## config.mk

```make
export PLATFORM = sky130hd
export DESIGN_NAME = bcd_stopwatch_with_alarms_flat
export DESIGN_NICKNAME = d
export VERILOG_FILES = /design/src/bsw_pkg.sv /design/src/bsw_if.sv /design/src/bsw_timebase.sv /design/src/bsw_alarm_bank.sv /design/src/bcd_stopwatch_with_alarms.sv /design/src/flat_wrapper.sv
export SDC_FILE = /design/constraint.sdc
export NUM_CORES = 1
export LEC_CHECK = 0
export ABC_AREA = 1
export BUFFER_PORTS_ARGS = -buffer_cell sky130_fd_sc_hd__buf_2
export CORE_MARGIN = 4
export CORE_UTILIZATION = 25
export DETAILED_ROUTE_END_ITERATION = 8
export HOLD_SLACK_MARGIN = 0.1
export SYNTH_ARGS = -nofsm -noshare
export SYNTH_HDL_FRONTEND = slang
export SYNTH_SLANG_ARGS = --single-unit
```

## constraint.sdc

```tcl
create_clock -name clk -period 1.78 [get_ports clk]
set_input_delay 0.356 -clock clk [delete_from_list [all_inputs] [get_ports clk]]
set_output_delay 0.356 -clock clk [all_outputs]
set_load 0.02 [all_outputs]
```

## src/bsw_pkg.sv

```systemverilog
`timescale 1ns / 1ps
// shared types and constants of the bcd stopwatch with alarms
package bsw_pkg;

	// operation codes of a command transaction
	typedef enum logic [1:0] {
		OP_TICK       = 2'd0,
		OP_NEW_ALARM  = 2'd1,
		OP_RESET_TIME = 2'd2,
		OP_CLEAR      = 2'd3
	} op_t;

	// configuration register indexes
	localparam int unsigned CFG_INDEX_W = 4;
	localparam int unsigned CFG_DATA_W  = 8;
	localparam logic [CFG_INDEX_W-1:0] CFG_PRESCALE_LIMIT = 4'd0;
	localparam logic [CFG_INDEX_W-1:0] CFG_RUN_ENABLE     = 4'd1;

	// reset values of the configuration registers
	localparam logic [7:0] PRESCALE_LIMIT_RST = 8'd2;
	localparam logic       RUN_ENABLE_RST     = 1'b1;

	// digit limits
	localparam logic [3:0] DIGIT_MAX    = 4'd9;
	localparam logic [2:0] SEC_TENS_MAX = 3'd5;

	// last state of the button delay before the press counter advances
	localparam logic [1:0] BTN_DELAY_LAST = 2'd3;
	localparam logic [1:0] BTN_DELAY_ARM  = 2'd1;

	// number of slots shown on the expired mask
	localparam int unsigned MASK_W = 3;

	typedef struct packed {
		logic [1:0]  operation;
		logic [15:0] alarm_secs;
		logic        button_press;
	} cmd_t;

	typedef struct packed {
		logic [3:0] tenths;
		logic [3:0] secs_ones;
		logic [2:0] secs_tens;
		logic [3:0] mins_ones;
		logic [3:0] mins_tens;
	} digits_t;

	// what the time base shows after one transaction
	typedef struct packed {
		digits_t    digits;
		logic [3:0] button_total;
		logic       square_out;
		logic       sec_pulse;
	} tb_view_t;

	// what the alarm bank shows after one transaction
	typedef struct packed {
		logic [MASK_W-1:0] expired_mask;
		logic              alarm_fired;
		logic              alarm_accepted;
		logic [1:0]        alarm_slot;
	} alarm_view_t;

	typedef struct packed {
		logic [3:0]        tenths;
		logic [3:0]        secs_ones;
		logic [2:0]        secs_tens;
		logic [3:0]        mins_ones;
		logic [3:0]        mins_tens;
		logic [MASK_W-1:0] expired_mask;
		logic              alarm_fired;
		logic              alarm_accepted;
		logic [1:0]        alarm_slot;
		logic [3:0]        button_total;
		logic              square_out;
	} res_t;

endpackage

```

## src/bsw_if.sv

```systemverilog
`timescale 1ns / 1ps
// handshake interfaces for the command, result and configuration channels
interface bsw_stream_if #(
	parameter type T = logic
);
	logic valid;
	logic ready;
	T     data;

	modport source (output valid, output data, input ready);
	modport sink   (input valid, input data, output ready);
endinterface

interface bsw_cfg_if;
	logic                              valid;
	logic                              ready;
	logic [bsw_pkg::CFG_INDEX_W-1:0]   index;
	logic [bsw_pkg::CFG_DATA_W-1:0]    wdata;

	modport source (output valid, output index, output wdata, input ready);
	modport sink   (input valid, input index, input wdata, output ready);
endinterface

```

## src/bsw_timebase.sv

```systemverilog
`timescale 1ns / 1ps
// prescaler, bcd digit chain, square output and delayed button counter
module bsw_timebase (
	input  logic              clk,
	input  logic              arst_n,
	input  logic              adv,
	input  bsw_pkg::cmd_t     cmd,
	input  logic [7:0]        prescale_limit,
	input  logic              run_enable,
	output bsw_pkg::tb_view_t view
);
	import bsw_pkg::*;

	logic [7:0] presc_q;
	logic [7:0] presc_n;
	digits_t    dig_q;
	digits_t    dig_n;
	logic       square_q;
	logic       square_n;
	logic [1:0] delay_q;
	logic [1:0] delay_arm;
	logic [1:0] delay_n;
	logic [3:0] btn_q;
	logic [3:0] btn_n;
	logic       tick_run;
	logic       tenth_adv;
	logic       sec_adv;

	assign tick_run = (op_t'(cmd.operation) == OP_TICK) && run_enable;

	// prescaler and square level
	always_comb begin
		presc_n   = presc_q;
		square_n  = square_q;
		tenth_adv = 1'b0;
		if (tick_run) begin
			if (presc_q < prescale_limit) begin
				presc_n = presc_q + 8'd1;
			end else begin
				presc_n   = '0;
				square_n  = ~square_q;
				tenth_adv = 1'b1;
			end
		end
	end

	// cascaded bcd digits, cleared by a reset-time operation
	always_comb begin
		dig_n   = dig_q;
		sec_adv = 1'b0;
		if (op_t'(cmd.operation) == OP_RESET_TIME) begin
			dig_n = '0;
		end else if (tenth_adv) begin
			if (dig_q.tenths == DIGIT_MAX) begin
				dig_n.tenths = '0;
				sec_adv      = 1'b1;
				if (dig_q.secs_ones == DIGIT_MAX) begin
					dig_n.secs_ones = '0;
					if (dig_q.secs_tens == SEC_TENS_MAX) begin
						dig_n.secs_tens = '0;
						if (dig_q.mins_ones == DIGIT_MAX) begin
							dig_n.mins_ones = '0;
							if (dig_q.mins_tens == DIGIT_MAX) begin
								dig_n.mins_tens = '0;
							end else begin
								dig_n.mins_tens = dig_q.mins_tens + 4'd1;
							end
						end else begin
							dig_n.mins_ones = dig_q.mins_ones + 4'd1;
						end
					end else begin
						dig_n.secs_tens = dig_q.secs_tens + 3'd1;
					end
				end else begin
					dig_n.secs_ones = dig_q.secs_ones + 4'd1;
				end
			end else begin
				dig_n.tenths = dig_q.tenths + 4'd1;
			end
		end
	end

	// button delay: arm first, then advance on a running tick
	always_comb begin
		delay_arm = (cmd.button_press && (delay_q == '0)) ? BTN_DELAY_ARM : delay_q;
		delay_n   = delay_arm;
		btn_n     = btn_q;
		if (tick_run && (delay_arm != '0)) begin
			if (delay_arm < BTN_DELAY_LAST) begin
				delay_n = delay_arm + 2'd1;
			end else begin
				delay_n = '0;
				btn_n   = btn_q + 4'd1;
			end
		end
	end

	always_ff @(posedge clk or negedge arst_n) begin
		if (!arst_n) begin
			presc_q  <= '0;
			dig_q    <= '0;
			square_q <= 1'b0;
			delay_q  <= '0;
			btn_q    <= '0;
		end else if (adv) begin
			presc_q  <= presc_n;
			dig_q    <= dig_n;
			square_q <= square_n;
			delay_q  <= delay_n;
			btn_q    <= btn_n;
		end
	end

	assign view.digits       = dig_n;
	assign view.button_total = btn_n;
	assign view.square_out   = square_n;
	assign view.sec_pulse    = sec_adv;

endmodule

```

## src/bsw_alarm_bank.sv

```systemverilog
`timescale 1ns / 1ps
// countdown alarm slots: allocation, per-second decrement and expiry marks
module bsw_alarm_bank #(
	parameter int unsigned NUM_ALARMS  = 3,
	parameter int unsigned COUNT_WIDTH = 16
) (
	input  logic                 clk,
	input  logic                 arst_n,
	input  logic                 adv,
	input  bsw_pkg::cmd_t        cmd,
	input  logic                 sec_pulse,
	output bsw_pkg::alarm_view_t view
);
	import bsw_pkg::*;

	localparam int unsigned SLOT_W = (NUM_ALARMS > 1) ? $clog2(NUM_ALARMS) : 1;

	logic [NUM_ALARMS-1:0]  active_q;
	logic [NUM_ALARMS-1:0]  active_n;
	logic [NUM_ALARMS-1:0]  expired_q;
	logic [NUM_ALARMS-1:0]  expired_n;
	logic [NUM_ALARMS-1:0]  alloc_sel;
	logic [NUM_ALARMS-1:0]  expiring;
	logic [COUNT_WIDTH-1:0] count_q [NUM_ALARMS];
	logic [COUNT_WIDTH-1:0] count_n [NUM_ALARMS];
	logic [COUNT_WIDTH-1:0] load_val;
	logic [COUNT_WIDTH+15:0] dur_ext;
	logic                   fired_q;
	logic                   fired_n;
	logic                   found;
	logic [SLOT_W-1:0]      slot;
	logic [SLOT_W+1:0]      slot_ext;
	logic                   new_op;
	logic                   clear_op;

	assign new_op   = (op_t'(cmd.operation) == OP_NEW_ALARM);
	assign clear_op = (op_t'(cmd.operation) == OP_CLEAR);
	assign dur_ext  = {{COUNT_WIDTH{1'b0}}, cmd.alarm_secs};
	assign load_val = dur_ext[COUNT_WIDTH-1:0];

	// lowest inactive slot
	always_comb begin
		alloc_sel = '0;
		found     = 1'b0;
		slot      = '0;
		for (int i = 0; i < NUM_ALARMS; i++) begin
			if (!active_q[i] && !found) begin
				alloc_sel[i] = new_op;
				found        = 1'b1;
				slot         = SLOT_W'(i);
			end
		end
	end

	// per-slot next state
	always_comb begin
		for (int i = 0; i < NUM_ALARMS; i++) begin
			count_n[i]   = count_q[i];
			expiring[i]  = 1'b0;
			active_n[i]  = active_q[i] | alloc_sel[i];
			expired_n[i] = clear_op ? 1'b0 : expired_q[i];
			if (alloc_sel[i]) begin
				count_n[i] = load_val;
			end else if (sec_pulse && active_q[i] && !expired_q[i]) begin
				count_n[i]  = count_q[i] - COUNT_WIDTH'(1);
				expiring[i] = (count_n[i] == '0);
			end
			if (expiring[i]) begin
				expired_n[i] = 1'b1;
			end
		end
		fired_n = clear_op ? 1'b0 : (fired_q | (|expiring));
	end

	always_ff @(posedge clk or negedge arst_n) begin
		if (!arst_n) begin
			active_q  <= '0;
			expired_q <= '0;
			fired_q   <= 1'b0;
		end else if (adv) begin
			active_q  <= active_n;
			expired_q <= expired_n;
			fired_q   <= fired_n;
		end
	end

	// counts hold no reset: a slot is loaded before it is ever read
	always_ff @(posedge clk) begin
		if (adv) begin
			for (int i = 0; i < NUM_ALARMS; i++) begin
				count_q[i] <= count_n[i];
			end
		end
	end

	// expired mask shows the first slots only
	genvar g;
	generate
		for (g = 0; g < MASK_W; g++) begin : g_mask
			if (g < NUM_ALARMS) begin : g_on
				assign view.expired_mask[g] = expired_n[g];
			end else begin : g_off
				assign view.expired_mask[g] = 1'b0;
			end
		end
	endgenerate

	assign slot_ext            = {2'b00, slot};
	assign view.alarm_fired    = fired_n;
	assign view.alarm_accepted = new_op && found;
	assign view.alarm_slot     = (new_op && found) ? slot_ext[1:0] : 2'b00;

endmodule

```

## src/bcd_stopwatch_with_alarms.sv

```systemverilog
`timescale 1ns / 1ps
// Top level of the bcd stopwatch with countdown alarms and button counter.
// Every command transaction gives exactly one result transaction that shows
// the state after that command. Throughput is one command per clock cycle
// while results are taken. The command is captured in an input register,
// then the time base and alarm bank update their state and load the result
// register. A waiting result blocks the pipeline only once the input
// register is also full. Configuration writes are always ready and should be
// issued only while no command is in flight.
module bcd_stopwatch_with_alarms #(
	parameter int unsigned NUM_ALARMS  = 3,
	parameter int unsigned COUNT_WIDTH = 16
) (
	input logic          clk,
	input logic          arst_n,
	bsw_stream_if.sink   cmd,
	bsw_stream_if.source res,
	bsw_cfg_if.sink      cfg
);
	import bsw_pkg::*;

	cmd_t        cmd_s1;
	logic        valid_s1;
	res_t        res_q;
	logic        res_valid_q;
	logic        adv;
	logic [7:0]  limit_q;
	logic        run_q;
	tb_view_t    tb_view;
	alarm_view_t al_view;

	// pipeline control
	assign adv       = valid_s1 && (!res_valid_q || res.ready);
	assign cmd.ready = !valid_s1 || adv;
	assign cfg.ready = 1'b1;

	// configuration registers
	always_ff @(posedge clk or negedge arst_n) begin
		if (!arst_n) begin
			limit_q <= PRESCALE_LIMIT_RST;
			run_q   <= RUN_ENABLE_RST;
		end else if (cfg.valid) begin
			unique case (cfg.index)
				CFG_PRESCALE_LIMIT: limit_q <= cfg.wdata;
				CFG_RUN_ENABLE:     run_q   <= cfg.wdata[0];
				default: ;
			endcase
		end
	end

	// input register
	always_ff @(posedge clk or negedge arst_n) begin
		if (!arst_n) begin
			valid_s1 <= 1'b0;
		end else if (cmd.ready) begin
			valid_s1 <= cmd.valid;
		end
	end

	always_ff @(posedge clk) begin
		if (cmd.valid && cmd.ready) begin
			cmd_s1 <= cmd.data;
		end
	end

	bsw_timebase u_timebase (
		.clk            (clk),
		.arst_n         (arst_n),
		.adv            (adv),
		.cmd            (cmd_s1),
		.prescale_limit (limit_q),
		.run_enable     (run_q),
		.view           (tb_view)
	);

	bsw_alarm_bank #(
		.NUM_ALARMS  (NUM_ALARMS),
		.COUNT_WIDTH (COUNT_WIDTH)
	) u_alarm_bank (
		.clk       (clk),
		.arst_n    (arst_n),
		.adv       (adv),
		.cmd       (cmd_s1),
		.sec_pulse (tb_view.sec_pulse),
		.view      (al_view)
	);

	// result register
	always_ff @(posedge clk or negedge arst_n) begin
		if (!arst_n) begin
			res_valid_q <= 1'b0;
		end else if (adv) begin
			res_valid_q <= 1'b1;
		end else if (res.ready) begin
			res_valid_q <= 1'b0;
		end
	end

	always_ff @(posedge clk) begin
		if (adv) begin
			res_q.tenths         <= tb_view.digits.tenths;
			res_q.secs_ones      <= tb_view.digits.secs_ones;
			res_q.secs_tens      <= tb_view.digits.secs_tens;
			res_q.mins_ones      <= tb_view.digits.mins_ones;
			res_q.mins_tens      <= tb_view.digits.mins_tens;
			res_q.expired_mask   <= al_view.expired_mask;
			res_q.alarm_fired    <= al_view.alarm_fired;
			res_q.alarm_accepted <= al_view.alarm_accepted;
			res_q.alarm_slot     <= al_view.alarm_slot;
			res_q.button_total   <= tb_view.button_total;
			res_q.square_out     <= tb_view.square_out;
		end
	end

	assign res.valid = res_valid_q;
	assign res.data  = res_q;

endmodule

```

## src/flat_wrapper.sv

```systemverilog
// flat-port wrapper written by rule: the top's interface ports become plain ports
module bcd_stopwatch_with_alarms_flat import bsw_pkg::*;
#(
	parameter int unsigned NUM_ALARMS  = 3,
	parameter int unsigned COUNT_WIDTH = 16
)
  (clk, arst_n, cmd_valid, cmd_data, cmd_ready, res_valid, res_data, res_ready, cfg_valid, cfg_index, cfg_wdata, cfg_ready);
  bsw_stream_if cmd_i ();
  bsw_stream_if res_i ();
  bsw_cfg_if cfg_i ();
  input logic clk;
  input logic arst_n;
  input wire logic [$bits(cmd_i.valid)-1:0] cmd_valid;
  input wire logic [$bits(cmd_i.data)-1:0] cmd_data;
  output wire logic [$bits(cmd_i.ready)-1:0] cmd_ready;
  output wire logic [$bits(res_i.valid)-1:0] res_valid;
  output wire logic [$bits(res_i.data)-1:0] res_data;
  input wire logic [$bits(res_i.ready)-1:0] res_ready;
  input wire logic [$bits(cfg_i.valid)-1:0] cfg_valid;
  input wire logic [$bits(cfg_i.index)-1:0] cfg_index;
  input wire logic [$bits(cfg_i.wdata)-1:0] cfg_wdata;
  output wire logic [$bits(cfg_i.ready)-1:0] cfg_ready;
  assign cmd_i.valid = cmd_valid;
  assign cmd_i.data = cmd_data;
  assign cmd_ready = cmd_i.ready;
  assign res_valid = res_i.valid;
  assign res_data = res_i.data;
  assign res_i.ready = res_ready;
  assign cfg_i.valid = cfg_valid;
  assign cfg_i.index = cfg_index;
  assign cfg_i.wdata = cfg_wdata;
  assign cfg_ready = cfg_i.ready;
  bcd_stopwatch_with_alarms #(.NUM_ALARMS(NUM_ALARMS), .COUNT_WIDTH(COUNT_WIDTH)) u_core (.clk(clk), .arst_n(arst_n), .cmd(cmd_i), .res(res_i), .cfg(cfg_i));
endmodule
```

==> flow_metrics.env <==
export IMPL_first_pass_iters=4
export IMPL_grt_max_degree=21
export IMPL_avgRoutedWirePerCell_um=8.85
export IMPL_antenna_found_initial=0
export IMPL_synth_seq_cells=21
export IMPL_cts_max_level=1
export IMPL_end_kind="flip-flop"
export IMPL_yosys_top_cells_count="nand2_1 (38), inv_1 (19), dfrtp_1 (18)"
export IMPL_syn_area_sq_mm=0.00121
export IMPL_critPathLaunchType="flip-flop"
export IMPL_power_density_mw_per_mm2=965
export IMPL_start_util_pct=25.7
export IMPL_clk_pin_slew_ns=0.08
export IMPL_async_flop_share_pct=95.2
export IMPL_drv_slew=0
export IMPL_io_buffers=19
export IMPL_finalHoldViolations=0
export IMPL_syn_avg_cell_area_sq_um=8.32
export IMPL_rsz0062_at_grt="no"
export IMPL_max_freq_mhz=630
export IMPL_seq_area_sq_um=533
export IMPL_clock_root_buffer="clkbuf_8"
export IMPL_multiInputGateArea_sq_um=568
export IMPL_crit_cells=11
export IMPL_synth_sequential_area_ratio_pct=43.9
export IMPL_cp_common_cell="nand2_1"
export IMPL_routabilityCongestion=0.712
export IMPL_design_area_sq_mm=0.00143
export IMPL_path_cells="inv_1 -> ha_1 -> nand2_1 -> nand2_1 -> nand2_1 -> nand2_1 -> nand2_2 -> nand2_2 -> nand2_1 -> nand2_1 -> nand2_1"
export IMPL_grt_first_pass_wirelength_mm=3.55
export IMPL_die_area_sq_mm=0.00604
export IMPL_synth_top_area_share_pct=37.1
export IMPL_arrival_ns=1.61
export IMPL_fin_skew_ns=0.00411
export IMPL_grt_ovfl_total=0
export IMPL_grt_pass1_vias=834
export IMPL_max_stage_delay_ns=0.52
export IMPL_worstPathRequired_ns=1.80
export IMPL_crit_fanout=5
export IMPL_dieWidth_um=77.7
export IMPL_clock_sinks=21
export IMPL_placementRows=25
export IMPL_die_h_um=77.7
export IMPL_dp_final_hpwl_mm=1.64
export IMPL_post_synth_top_area_cell="dfrtp_1"
export IMPL_crit_buf_inv=1
export IMPL_drt_vias_per_instance=4.00
export IMPL_drcViolationCount=0
export IMPL_syn_nets=172
export IMPL_hp_class="primary input to flip-flop"
export IMPL_setup_viol=0
export IMPL_drive_gt1_share_pct=23.8
export IMPL_vias=941
export IMPL_reg2reg_depth=11
export IMPL_ys_flop_type="dfrtp_1"
export IMPL_yosys_top_cells_area="dfrtp_1 (37%), nand2_1 (12%), ha_1 (8.2%)"
export IMPL_synthToLayoutAreaGrowth_pct=17.9
export IMPL_path_class="flip-flop to flip-flop"
export IMPL_fin_crit_sh_pct=89.1
export IMPL_peakVddDrop_mv=0.459
export IMPL_tns_ns=0
export IMPL_wl_mm=2.08
export IMPL_outcome="finished, final reports clean"
export IMPL_crit_family="flip-flops"
export IMPL_core_sq_mm=0.00472
export IMPL_grt_use_total_pct=7.38
export IMPL_hold_ws_ns=0.283
export IMPL_hold_depth=3
export IMPL_cts_made_buffers=3
export IMPL_fillCellCount=510
export IMPL_diodes=0
export IMPL_clock_latency_ns=0.26
export IMPL_ys_types=30
export IMPL_drt_initial_drc_count=35
export IMPL_clock_path_buffers=2
export IMPL_synth_edf_count=1
export IMPL_drv_cap=0
export IMPL_cts_repair_resized=0
export IMPL_antenna_left=0
export IMPL_synth_most_common_cell="nand2_1"
export IMPL_p_leak_nw=0.760
export IMPL_cts_tree="built"
export IMPL_pin_count=22
export IMPL_finalNetCount=195
export IMPL_period_needed_ns=1.59
export IMPL_slowest_stage="dfstp_2"
export IMPL_placed_cell_area_sq_mm=0.00138
export IMPL_yosys_warnings=0
export IMPL_syn_inst=146
## stage by stage
step / setup slack, ns / power (mW) / utilization [%] / cells
after floorplan: 0.189 / 0.982 / - / 146
after global placement: 0.203 / 1.08 / 29.2 / 230
after detailed placement: 0.181 / 1.09 / 29.2 / 230
after CTS: 0.168 / 1.42 / 30.3 / 235
after global routing: 0.0425 / 1.51 / 30.3 / 235
final: 0.194 / 1.38 / 30.3 / 235
## placed cells by master, fill, tap and decap left out, types with 2 or more instances in the layout
cell type and instances:
nand4_1 2, dfrtp_1 18, dfstp_2 2, nor2_4 2, o21ai_1 3, buf_2 19
ha_1 8, a21oi_2 2, inv_2 3, nand3_1 7, o21bai_1 2, nand2_2 2
nor2_1 9, inv_1 19, buf_4 2, nand2_1 38, a21oi_1 13, clkbuf_8 3
## final timing paths
path,endpoint,slack [ns],from
setup reg to reg,u_core.res.data$_DFFE_PP_,0.19,u_core.limit_q[1]$_DFFE_PN1P_
hold / removal,u_core.valid_s1$_DFFE_PN0P_,0.28,cmd_valid
setup / recovery,u_core.res.data$_DFFE_PP_,0.19,u_core.limit_q[1]$_DFFE_PN1P_
max in group asynchronous,u_core.run_q$_DFFE_PN1P_,0.86,arst_n
min in group asynchronous,u_core.u_timebase.presc_q[6]$_DFFE_PN0P_,0.58,arst_n
hold reg to reg,u_core.limit_q[1]$_DFFE_PN1P_,0.48,u_core.limit_q[1]$_DFFE_PN1P_
## metal layers
metal	up-vias	GRT usage [%]	wire (um)
met2	21	11.6	910
met5	-	0	0
met3	4	2.67	120
met4	0	2.67	28
met1	410	9.20	1020
li1	506	-	-
## sequential cells by signal, indices dropped and copies added (netlist names)
name                        flops
u_core.u_timebase.presc_q       8
u_core.limit_q                  8
u_core.run_q                    1
u_core.res.data                 1
u_core.res.valid                1
u_core.u_timebase.square_q      1
u_core.valid_s1                 1
## layout make-up
type | count | area share (%)
multi-input cells | 99 | 39.7
flip-flops and latches | 21 | 37.2
repair buffers | 22 | 8.38
well taps | 67 | 5.85
inverters | 22 | 5.76
clock buffers | 4 | 3.14
## kinds of logic after synthesis
logic type / synth area share (%)
and+or+nand+nor: 24.5
buffers and inverters: 9.37
AOI/OAI and AO/OA: 12.3
DFF: 43.9
adders and majority gates: 8.24
xor gates and xnor gates: 1.44
other: 0.309
## what timing repair did
item	CTS	global route
hold endpoints to repair	18	0
buffers inserted	0	0
hold buffers	1	0
setup endpoints to repair	0	0
## report_power, final
part | total, mW | internal, mW | switching (mW)
clock | 0.310 | 0.159 | 0.150
sequential | 0.680 | 0.591 | 0.0895
combinational | 0.393 | 0.166 | 0.227
total | 1.38 | 0.916 | 0.467
## worst min-delay path, delay by kind of cell
kind                   cells  cell delay, ns
AND/OR/NAND/NOR            1            0.05
buffers and inverters      2            0.11
No activity file was read; power rests on OpenSTA's default activity.
